`src/rtl/core/pr_div.sv`:
```
// restoring divider, one quotient bit per cycle
module pr_div #(
   parameter int NUM_W = 39,
   parameter int DEN_W = 21
) (
   input  logic             clock,
   input  logic             reset,
   input  logic             start,
   input  logic [NUM_W-1:0] num,
   input  logic [DEN_W-1:0] den,
   output logic             done,
   output logic [NUM_W-1:0] quo
);

   localparam int CW = $clog2(NUM_W + 1);

   logic             act_ff, act_in;
   logic             done_ff, done_in;
   logic [CW-1:0]    cnt_ff, cnt_in;
   logic [DEN_W-1:0] rem_ff, rem_in;
   logic [NUM_W-1:0] quo_ff, quo_in;
   logic [DEN_W-1:0] den_ff, den_in;
   logic [DEN_W:0]   trial;
   logic [DEN_W:0]   trial_sub;
   logic             ge;

   assign trial     = {rem_ff, quo_ff[NUM_W-1]};
   assign trial_sub = trial - {1'b0, den_ff};
   assign ge        = (trial >= {1'b0, den_ff});

   always_comb begin
      act_in  = act_ff;
      done_in = 1'b0;
      cnt_in  = cnt_ff;
      rem_in  = rem_ff;
      quo_in  = quo_ff;
      den_in  = den_ff;
      if (start) begin
         act_in = 1'b1;
         cnt_in = CW'(NUM_W);
         rem_in = '0;
         quo_in = num;
         den_in = den;
      end else if (act_ff) begin
         rem_in = ge ? trial_sub[DEN_W-1:0] : trial[DEN_W-1:0];
         quo_in = {quo_ff[NUM_W-2:0], ge};
         cnt_in = cnt_ff - CW'(1);
         if (cnt_ff == CW'(1)) begin
            act_in  = 1'b0;
            done_in = 1'b1;
         end
      end
   end

   always_ff @(posedge clock) begin
      if (reset) begin
         act_ff  <= 1'b0;
         done_ff <= 1'b0;
         cnt_ff  <= '0;
      end else begin
         act_ff  <= act_in;
         done_ff <= done_in;
         cnt_ff  <= cnt_in;
      end
   end

   always_ff @(posedge clock) begin
      rem_ff <= rem_in;
      quo_ff <= quo_in;
      den_ff <= den_in;
   end

   assign done = done_ff;
   assign quo  = quo_ff;

endmodule

```
`config.mk`:
```
export PLATFORM = sky130hd
export DESIGN_NAME = pr_div
export DESIGN_NICKNAME = d
export VERILOG_FILES = /design/src/rtl/core/pr_div.sv
export SDC_FILE = /design/constraint.sdc
export NUM_CORES = 1
export LEC_CHECK = 0
export BUFFER_PORTS_ARGS = -buffer_cell sky130_fd_sc_hd__buf_2
export CORE_MARGIN = 8
export CORE_UTILIZATION = 55
export DETAILED_ROUTE_END_ITERATION = 10
export PLACE_DENSITY_LB_ADDON = 0.08
export RECOVER_POWER = 100
export SLEW_MARGIN = 10
export SYNTH_ARGS = -nofsm -noshare
export SYNTH_HDL_FRONTEND = slang
export SYNTH_SLANG_ARGS = --single-unit
```
`constraint.sdc`:
```
create_clock -name clock -period 2.9 [get_ports clock]
set_input_delay 0.145 -clock clock [delete_from_list [all_inputs] [get_ports clock]]
set_output_delay 0.145 -clock clock [all_outputs]
set_load 0.1 [all_outputs]
```
==> results of run 1 <==
==> worst paths after layout <==
check	start	end	slack (ns)	depth (start not counted)
worst min-delay path	reset	cnt_ff[1]	0.05	2
worst min register to register	rem_ff[17]	rem_ff[17]	0.49	2
worst max register to register	quo[38]	rem_ff[10]	0.19	11
worst max-delay path	quo[38]	rem_ff[10]	0.19	11
==> area by class of cell <==
class | count | area share [%]
multi-input cells | 275 | 37.4
flip-flops and latches | 89 | 42.4
repair buffers | 130 | 12.7
clock inverters | 7 | 1.25
inverters | 26 | 1.74
clock buffers | 9 | 2.21
well taps | 105 | 2.34
==> power by group through the flow <==
stage | registers (mW) | logic, mW | clock network, mW
2_1_floorplan | 1.97 | 0.362 | 0
5_1_grt | 1.55 | 1.03 | 0.910
3_3_place_gp | 1.56 | 0.958 | 0
3_5_place_dp | 1.56 | 0.971 | 0
4_1_cts | 1.53 | 0.995 | 0.868
6_report | 1.54 | 0.974 | 0.835
==> cell usage after synthesis, drive strengths merged (4+ instances only) <==
master / count
edfxtp: 60
mux2: 38
nor2: 36
dfxtp: 29
inv: 26
a21oi: 25
ha: 23
o21ai: 21
nand2: 19
a211oi: 13
xnor2: 13
clkbuf: 12
xor2: 9
buf: 8
mux2i: 8
nor3: 7
nand2b: 6
a21o: 5
a32oi: 5
nand3: 4
==> registers in the layout (all words and copies together), names as in the netlist <==
signal  cells
rem_ff     21
quo        39
act_ff      1
den_ff     21
cnt_ff      6
done        1
==> placed cells by master, fill, tap and decap left out, types with 6 or more instances in the layout <==
cell,synthesis,final
a211oi_1,9,8
a21oi_1,25,25
buf_2,5,62
clkbuf_1,12,41
clkbuf_8,0,9
dfxtp_1,29,29
dlygate4sd3_1,0,21
edfxtp_1,60,60
ha_1,23,23
inv_1,26,25
mux2_2,38,38
mux2i_1,8,8
nand2_1,19,19
nand2b_1,6,6
nor2_1,36,36
nor3_1,6,6
o21ai_0,17,19
xnor2_1,13,13
xor2_1,9,9
==> stage by stage <==
stage	setup WS, ns	total power [mW]	TNS (ns)
floorplan	-0.0351	2.34	-0.364
global placement	0.303	2.52	0
detailed placement	0.232	2.53	0
CTS	0.200	3.40	0
global route	0.0271	3.49	0
finish	0.188	3.35	0
==> cells by family after synthesis <==
family | after synthesis | synth area share, %
XOR/XNOR | 22 | 4.13
flip-flops | 89 | 51.0
AND/OR/NAND/NOR | 88 | 8.93
AO/OA/AOI/OAI | 95 | 14.3
multiplexers | 46 | 10.9
buffers and inverters | 46 | 4.16
adder cells (fa/ha/maj) | 24 | 6.60
==> metal layers <==
metal  up-vias  track usage [%]  part of all wire [%]
met5         -                0                     0
met4         0             5.45                  0.95
met3        10             7.44                   8.1
met2       114             30.1                    49
met1      1688             22.2                    42
li1       1756                -                     -
==> what timing repair did <==
item	CTS	global route
setup buffers	0	0
hold endpoints to repair	21	0
gates resized for setup	0	0
hold buffers	21	0
==> critical path: stages, from the launching register on <==
cell and delay, ns:
edfxtp_1 0.41, inv_1 0.07, ha_1 0.17, inv_2 0.05, fa_2 0.36, a21o_1 0.21, a221oi_2 0.29, a2111o_1 0.19
o211a_4 0.43, nor2_1 0.08, a21oi_1 0.19, a211oi_2 0.10
==> results.sh, run 1 <==
export IMPL_timing_max_cap_violations=1
export IMPL_crit_fanout=33
export IMPL_violations="max-capacitance violations, max-slew violations"
export IMPL_yosysWarnings=0
export IMPL_worst_pin_slew_ns=1.62
export IMPL_cts_made_buffers=9
export IMPL_dpl_hpwl_microns=7750
export IMPL_crit_type="reg2reg"
export IMPL_start_util_pct=56.8
export IMPL_num_fill_cells=649
export IMPL_yosys_area_top_type="edfxtp_1"
export IMPL_root_buffer="clkbuf_8"
export IMPL_final_seq_area_sq_um=2380
export IMPL_rsz0062_at_grt="no"
export IMPL_synth_avg_cell_area_sq_um=11.4
export IMPL_intPower_mw=2.08
export IMPL_cts_tree="built"
export IMPL_crit_arrival_ns=2.92
export IMPL_final_area_sq_um=5620
export IMPL_vias=3568
export IMPL_antenna_left=0
export IMPL_fp_coreArea_sq_um=8220
export IMPL_fin_hold_ws_ns=0.0507
export IMPL_die_w_microns=108
export IMPL_h_tree_depth=3
export IMPL_synth_cell_types=52
export IMPL_drt_iter0_markers=164
export IMPL_cts_sinks=89
export IMPL_clkLatencyLatePin_ns=0.37
export IMPL_nets=618
export IMPL_synthCells=410
export IMPL_yosysTopAreaCellShare_pct=38.6
export IMPL_syn_nets=497
export IMPL_critical_path_required_ns=3.11
export IMPL_drtPass1Iterations=5
export IMPL_synth_area_leaders="edfxtp_1 (39%), dfxtp_1 (12%), mux2_2 (9.2%)"
export IMPL_die_h_microns=108
export IMPL_dpl_cell_area_sq_um=5280
export IMPL_switching_share_pct=37.9
export IMPL_p_sw_mw=1.27
export IMPL_io_pins=103
export IMPL_wirelength_microns=10600
export IMPL_grt_max_degree=40
export IMPL_layout_min_cycle_time_ns=2.71
export IMPL_synth_area_sq_um=4670
export IMPL_p_seq_share_pct=45.9
export IMPL_antenna_found_initial=0
export IMPL_area_delta_synth_final_pct=20.3
export IMPL_slew_headroom_pct=-7.89
export IMPL_grt_pass1_vias=3680
export IMPL_rows=33
export IMPL_timing_fmax_mhz=369
export IMPL_hold_violations=0
export IMPL_synth_edf_count=60
export IMPL_pwr_share_clk_pct=25.0
export IMPL_die_area_sq_um=11700
export IMPL_cp_start_kind="flop"
export IMPL_outcome="finished with violations"
export IMPL_grt_pass1_wl_microns=17400
export IMPL_hold_path_class="in2reg"
export IMPL_grt_overflow=0
export IMPL_synthArstFlopShare_pct=0
export IMPL_powerDensity_nw_per_um2=596
export IMPL_antenna_cells=0
export IMPL_ys_flop_type="edfxtp_1"
export IMPL_gp_congestion=0.874
export IMPL_combPwrFrac_pct=29.1
export IMPL_cts_reportedPaths_clkPinSlew_ns=0.09
export IMPL_io_buffers=102
export IMPL_fin_worst_skew_ns=0.0104
export IMPL_fin_crit_sh_pct=93.5
export IMPL_drc=0
export IMPL_clock_path_buffers=2
export IMPL_post_place_cells=604
export IMPL_cp_end_kind="flop"
export IMPL_multi_input_area_sq_um=2100
export IMPL_final_core_util_pct=68.3
export IMPL_drive_gt1_share_pct=25.0
export IMPL_p_leak_nw=2.35
export IMPL_ys_seq_elements=89
export IMPL_setup_violations=0
export IMPL_maxSlewViolCount=31
export IMPL_wl_per_cell_microns=16.5
export IMPL_vias_per_cell=5.57
export IMPL_ir_drop_uv=439
export IMPL_fin_cells=641
export IMPL_ys_seq_area_share_pct=51.0
export IMPL_track_usage_pct=18.6
No activity file was read; power rests on OpenSTA's default activity.
==> run 2: changes to the inputs <==
==> constraint.sdc (replaced) <==
create_clock -name clock -period 3.1 [get_ports clock]
set_input_delay 0.155 -clock clock [delete_from_list [all_inputs] [get_ports clock]]
set_output_delay 0.155 -clock clock [all_outputs]
set_load 0.1 [all_outputs]
==> results.sh, run 2 (synthesized netlist as in run 1, its figures left out) <==
export IMPL_worst_pin_slew_ns=1.61
export IMPL_cp_start_kind="flop"
export IMPL_hold_path_class="in2reg"
export IMPL_die_w_microns=108
export IMPL_ff2ff_path_depth=11
export IMPL_drt_iter0_markers=159
export IMPL_vias_per_cell=5.56
export IMPL_die_area_sq_um=11700
export IMPL_timing_fmax_mhz=349
export IMPL_clkLatencyLatePin_ns=0.36
export IMPL_io_pins=103
export IMPL_setup_violations=0
export IMPL_hold_depth=2
export IMPL_antenna_left=0
export IMPL_drc=0
export IMPL_grt_util_met3_pct=6.01
export IMPL_rows=33
export IMPL_cts_resized=0
export IMPL_wl_per_cell_microns=16.3
export IMPL_clock_path_buffers=2
export IMPL_powerDensity_nw_per_um2=566
export IMPL_grt_pass1_wl_microns=16900
export IMPL_cts_reportedPaths_clkPinSlew_ns=0.09
export IMPL_fin_hold_ws_ns=0.0652
export IMPL_fin_crit_sh_pct=92.5
export IMPL_cts_made_buffers=9
export IMPL_crit_type="reg2reg"
export IMPL_fp_coreArea_sq_um=8220
export IMPL_grt_pass1_vias=3650
export IMPL_vias=3550
export IMPL_layout_common_cells="buf_2 (61), edfxtp_1 (60), clkbuf_1 (42)"
export IMPL_gp_congestion=0.906
export IMPL_outcome="finished with violations"
export IMPL_fin_worst_skew_ns=0.0118
export IMPL_grt_max_degree=54
export IMPL_cp_depth=11
export IMPL_cp_end_kind="flop"
export IMPL_h_tree_depth=3
export IMPL_timing_max_cap_violations=1
export IMPL_wirelength_microns=10400
export IMPL_cp_num_buf_inv=2
export IMPL_crit_family="compound AO/OA/AOI/OAI gates"
export IMPL_use_met1_pct=21.5
export IMPL_drtPass1Iterations=4
export IMPL_cts_sinks=89
export IMPL_antenna_cells=0
export IMPL_die_h_microns=108
export IMPL_nets=616
export IMPL_setup_tns_final_ns=0
export IMPL_ir_drop_uv=391
export IMPL_layout_min_cycle_time_ns=2.87
export IMPL_slew_headroom_pct=-7.27
export IMPL_hold_violations=0
export IMPL_dpl_hpwl_microns=7540
export IMPL_rsz0062_at_grt="no"
export IMPL_root_buffer="clkbuf_8"
export IMPL_critPathMaxStageDelay_ns=0.42
export IMPL_grt_overflow=0
export IMPL_gr_usage_met2_pct=29.7
export IMPL_drive_gt1_share_pct=23.6
export IMPL_track_usage_pct=18.1
export IMPL_globalRoute_busiestLayer="met2"
export IMPL_violations="max-capacitance violations, max-slew violations"
export IMPL_maxSlewViolCount=32
export IMPL_cpMaxStageDelayCell="edfxtp_1"
export IMPL_worstPathCellList="inv_1 -> ha_1 -> inv_1 -> fa_1 -> a21o_1 -> a221oi_2 -> a2111o_1 -> o211a_4 -> nor2_1 -> a21oi_1 -> a211oi_2"
export IMPL_antenna_found_initial=0
export IMPL_crit_fanout=33
export IMPL_io_buffers=102
export IMPL_p_leak_nw=2.33
export IMPL_path_common_cell="inv_1"
export IMPL_crit_arrival_ns=3.09
export IMPL_cts_tree="built"
export IMPL_start_util_pct=56.8
export IMPL_final_common_cell="buf_2"
export IMPL_critical_path_required_ns=3.32
export IMPL_area_delta_synth_final_pct=19.9
export IMPL_largest_register_ffs=39
[run 2: changes by cell type in the layout (fill, tap and decap cells not counted), moves of 2 or more]
cell and delta:
a211oi_1 +2, a211oi_2 -2, clkbuf_2 -2, clkinvlp_4 +2
[run 2: what timing repair did]
item | 4_1_cts | 5_1_grt
hold buffers | 21 | 0
hold endpoints to repair | 21 | 0
buffers inserted | 0 | 0
[run 2: cell type report]
| class | count | area [sq um] |
|---|---|---|
| Sequential cell | 89 | 2380 |
| Clock inverter | 6 | 73.8 |
| Inverter | 26 | 97.6 |
| Clock buffer | 10 | 128 |
| Tap cell | 105 | 131 |
| Fill cell | 670 | 2620 |
| Multi-Input combinational cell | 275 | 2080 |
| Timing Repair Buffer | 128 | 704 |
[run 2: per-stage QoR]
step	power (mW)	utilization, %	instance area [sq um]	std cells	setup WS [ns]
6_report	3.17	68.1	5600	639	0.232
2_1_floorplan	2.18	-	4670	410	0.0525
3_3_place_gp	2.35	63.9	5250	602	0.368
3_5_place_dp	2.36	63.9	5250	602	0.232
4_1_cts	3.21	68.9	5660	639	0.207
5_1_grt	3.31	68.1	5600	639	0.0490
[run 2: final timing paths]
| kind | start | endpoint | slack [ns] |
|---|---|---|---|
| hold / removal | reset | cnt_ff[0] | 0.07 |
| hold reg to reg | rem_ff[17] | rem_ff[17] | 0.49 |
| setup / recovery | quo[38] | rem_ff[5] | 0.23 |
| setup reg to reg | quo[38] | rem_ff[5] | 0.23 |
[run 2: where the power goes]
part | switching [mW] | total [mW] | internal, mW
clock network | 0.442 | 0.826 | 0.384
logic | 0.663 | 0.906 | 0.242
registers | 0.0552 | 1.44 | 1.38
total | 1.16 | 3.17 | 2.01
[run 2: routing by layer]
layer	wire [microns]	share of wire (%)	vias up
met4	169	1.6	0
met2	5020	48	100
met3	775	7.4	18
li1	-	-	1749
met1	4460	43	1683
met5	0	0	-
==> run 3: changes to the inputs <==
--- a/config.mk
+++ b/config.mk
@@ -7,11 +7,13 @@
 export LEC_CHECK = 0
 export BUFFER_PORTS_ARGS = -buffer_cell sky130_fd_sc_hd__buf_2
 export CORE_MARGIN = 8
-export CORE_UTILIZATION = 55
+export CORE_UTILIZATION = 58
 export DETAILED_ROUTE_END_ITERATION = 10
+export GPL_TIMING_DRIVEN = 0
 export PLACE_DENSITY_LB_ADDON = 0.08
 export RECOVER_POWER = 100
 export SLEW_MARGIN = 10
 export SYNTH_ARGS = -nofsm -noshare
 export SYNTH_HDL_FRONTEND = slang
 export SYNTH_SLANG_ARGS = --single-unit
+export TNS_END_PERCENT = 20
==> constraint.sdc (replaced) <==
create_clock -name clock -period 3.4 [get_ports clock]
set_input_delay 0.17 -clock clock [delete_from_list [all_inputs] [get_ports clock]]
set_output_delay 0.17 -clock clock [all_outputs]
set_load 0.1 [all_outputs]
==> results.sh, run 3 (synthesized netlist as in run 1, its figures left out) <==
export IMPL_setup_violations=0
export IMPL_dpl_hpwl_microns=8430
export IMPL_final_common_cell="buf_2"
export IMPL_clock_path_buffers=2
export IMPL_vias=3673
export IMPL_grt_overflow=0
export IMPL_layout_common_cells="buf_2 (63), edfxtp_1 (60), clkbuf_1 (55)"
export IMPL_largest_register_ffs=39
export IMPL_p_sw_mw=1.05
export IMPL_setup_slack_ns=0.275
export IMPL_fin_hold_ws_ns=0.00794
export IMPL_outcome="complete, no violations"
export IMPL_die_h_microns=106
export IMPL_cpMaxStageDelayCell="a221oi_2"
export IMPL_drive_gt1_share_pct=22.7
export IMPL_drc=0
export IMPL_cp_start_kind="flop"
export IMPL_die_area_sq_um=11200
export IMPL_grt_pass1_vias=3840
export IMPL_fin_crit_sh_pct=91.9
export IMPL_critPathMaxStageDelay_ns=0.44
export IMPL_crit_fanout=10
export IMPL_maxSlewViolCount=0
export IMPL_die_w_microns=106
export IMPL_critical_path_required_ns=3.65
export IMPL_io_pins=103
export IMPL_intPower_mw=1.74
export IMPL_post_place_ws_ns=0.462
export IMPL_rsz0062_at_grt="no"
export IMPL_hold_start="den[3]"
export IMPL_crit_arrival_ns=3.37
export IMPL_io_buffers=101
export IMPL_worst_pin_slew_ns=1.39
export IMPL_antenna_left=0
export IMPL_drt_iter0_markers=200
export IMPL_p_leak_nw=2.33
export IMPL_fin_worst_skew_ns=0.0137
export IMPL_final_core_util_pct=72.0
export IMPL_r2r_start="quo[38]"
export IMPL_num_fill_cells=629
export IMPL_root_buffer="clkbuf_8"
export IMPL_timing_fmax_mhz=320
export IMPL_track_usage_pct=20.5
export IMPL_wl_per_cell_microns=17.7
export IMPL_p_seq_share_pct=47.0
export IMPL_start_util_pct=60.1
export IMPL_timing_max_cap_violations=0
export IMPL_fp_coreArea_sq_um=7770
export IMPL_worstReg2RegEnd="rem_ff[17]"
export IMPL_grt_max_degree=40
export IMPL_cp_end_kind="flop"
export IMPL_cts_reportedPaths_clkPinSlew_ns=0.09
export IMPL_switching_share_pct=37.5
export IMPL_cts_made_buffers=9
export IMPL_hold_path_class="in2reg"
export IMPL_wirelength_microns=11500
export IMPL_vias_per_cell=5.66
export IMPL_clkLatencyLatePin_ns=0.36
export IMPL_gp_congestion=0.912
export IMPL_powerDensity_nw_per_um2=499
export IMPL_grt_pass1_wl_microns=18600
export IMPL_path_common_cell="inv_1"
export IMPL_crit_type="reg2reg"
export IMPL_antenna_cells=0
export IMPL_nets=629
export IMPL_hold_depth=1
export IMPL_pwr_share_clk_pct=23.1
export IMPL_antenna_found_initial=0
export IMPL_hold_violations=0
export IMPL_setup_tns_final_ns=0
export IMPL_area_delta_synth_final_pct=19.8
export IMPL_rows=32
export IMPL_ff2ff_path_depth=11
export IMPL_layout_min_cycle_time_ns=3.12
export IMPL_combPwrFrac_pct=29.9
export IMPL_h_tree_depth=3
export IMPL_rrSetupSlack_ns=0.28
export IMPL_worstPathCellList="inv_1 -> ha_1 -> inv_1 -> fa_1 -> a21o_1 -> a221oi_2 -> a2111o_1 -> o211a_1 -> clkbuf_2 -> mux2i_1 -> o21ai_1"
export IMPL_drtPass1Iterations=5
export IMPL_slew_headroom_pct=7.40
export IMPL_min_to="den_ff[3]"
export IMPL_ir_drop_uv=340
export IMPL_cts_tree="built"
export IMPL_cts_sinks=89
[run 3: layout make-up]
type | instances | area [sq um] | share of cell area (%)
well taps | 102 | 128 | 2.28
multi-input cells | 275 | 2080 | 37.2
plain buffers | 20 | 90.1 | 1.61
repair buffers | 121 | 653 | 11.7
inverters | 26 | 97.6 | 1.74
clock inverters | 6 | 36.3 | 0.649
clock buffers | 10 | 128 | 2.28
flip-flops and latches | 89 | 2380 | 42.6
[run 3: how the worst max path moves through the flow]
stage,endpoint,cells past startpoint,slack [ns],start
floorplan,rem_ff[20],11,0.35,quo[38]
global placement,rem_ff[20],12,0.51,quo[38]
detailed placement,rem_ff[20],12,0.46,quo[38]
CTS,rem_ff[20],12,0.45,quo[38]
global route,rem_ff[19],11,0.18,quo[38]
finish,rem_ff[17],11,0.28,quo[38]
[run 3: metrics by stage]
step,instance area (sq um),cells,power (mW)
after floorplan,4670,410,1.99
after global placement,5300,613,2.15
after detailed placement,5300,613,2.16
after CTS,5660,649,2.82
after global routing,5590,649,2.90
final,5590,649,2.79
[run 3: timing repair]
action | in CTS | in global routing
hold buffers | 20 | 0
buffers inserted | 0 | 0
resized for setup | 0 | 0
hold endpoints to repair | 20 | 0
[run 3: power by group through the flow]
| stage | sequential [mW] | clock (mW) | combinational (mW) |
|---|---|---|---|
| floorplan | 1.68 | 0 | 0.307 |
| global placement | 1.33 | 0 | 0.816 |
| detailed placement | 1.33 | 0 | 0.828 |
| CTS | 1.31 | 0.657 | 0.850 |
| global route | 1.32 | 0.696 | 0.883 |
| finish | 1.31 | 0.644 | 0.835 |
[run 3: metal layers]
metal	part of all wire [%]	wire length (microns)	track usage, %	vias to the layer above
met5	0	0	0	-
met4	2.4	276	8.14	0
met3	8.0	920	6.39	21
met2	48	5530	33.7	135
met1	41	4760	24.6	1735
li1	-	-	-	1782
[run 3: critical path: cells and delay by family (launching register included)]
family,cells,cell delay (ns)
multiplexers,1,0.26
AO/OA/AOI/OAI,5,1.28
flip-flops,1,0.42
adder cells (fa/ha/maj),2,0.58
buffers and inverters,3,0.48
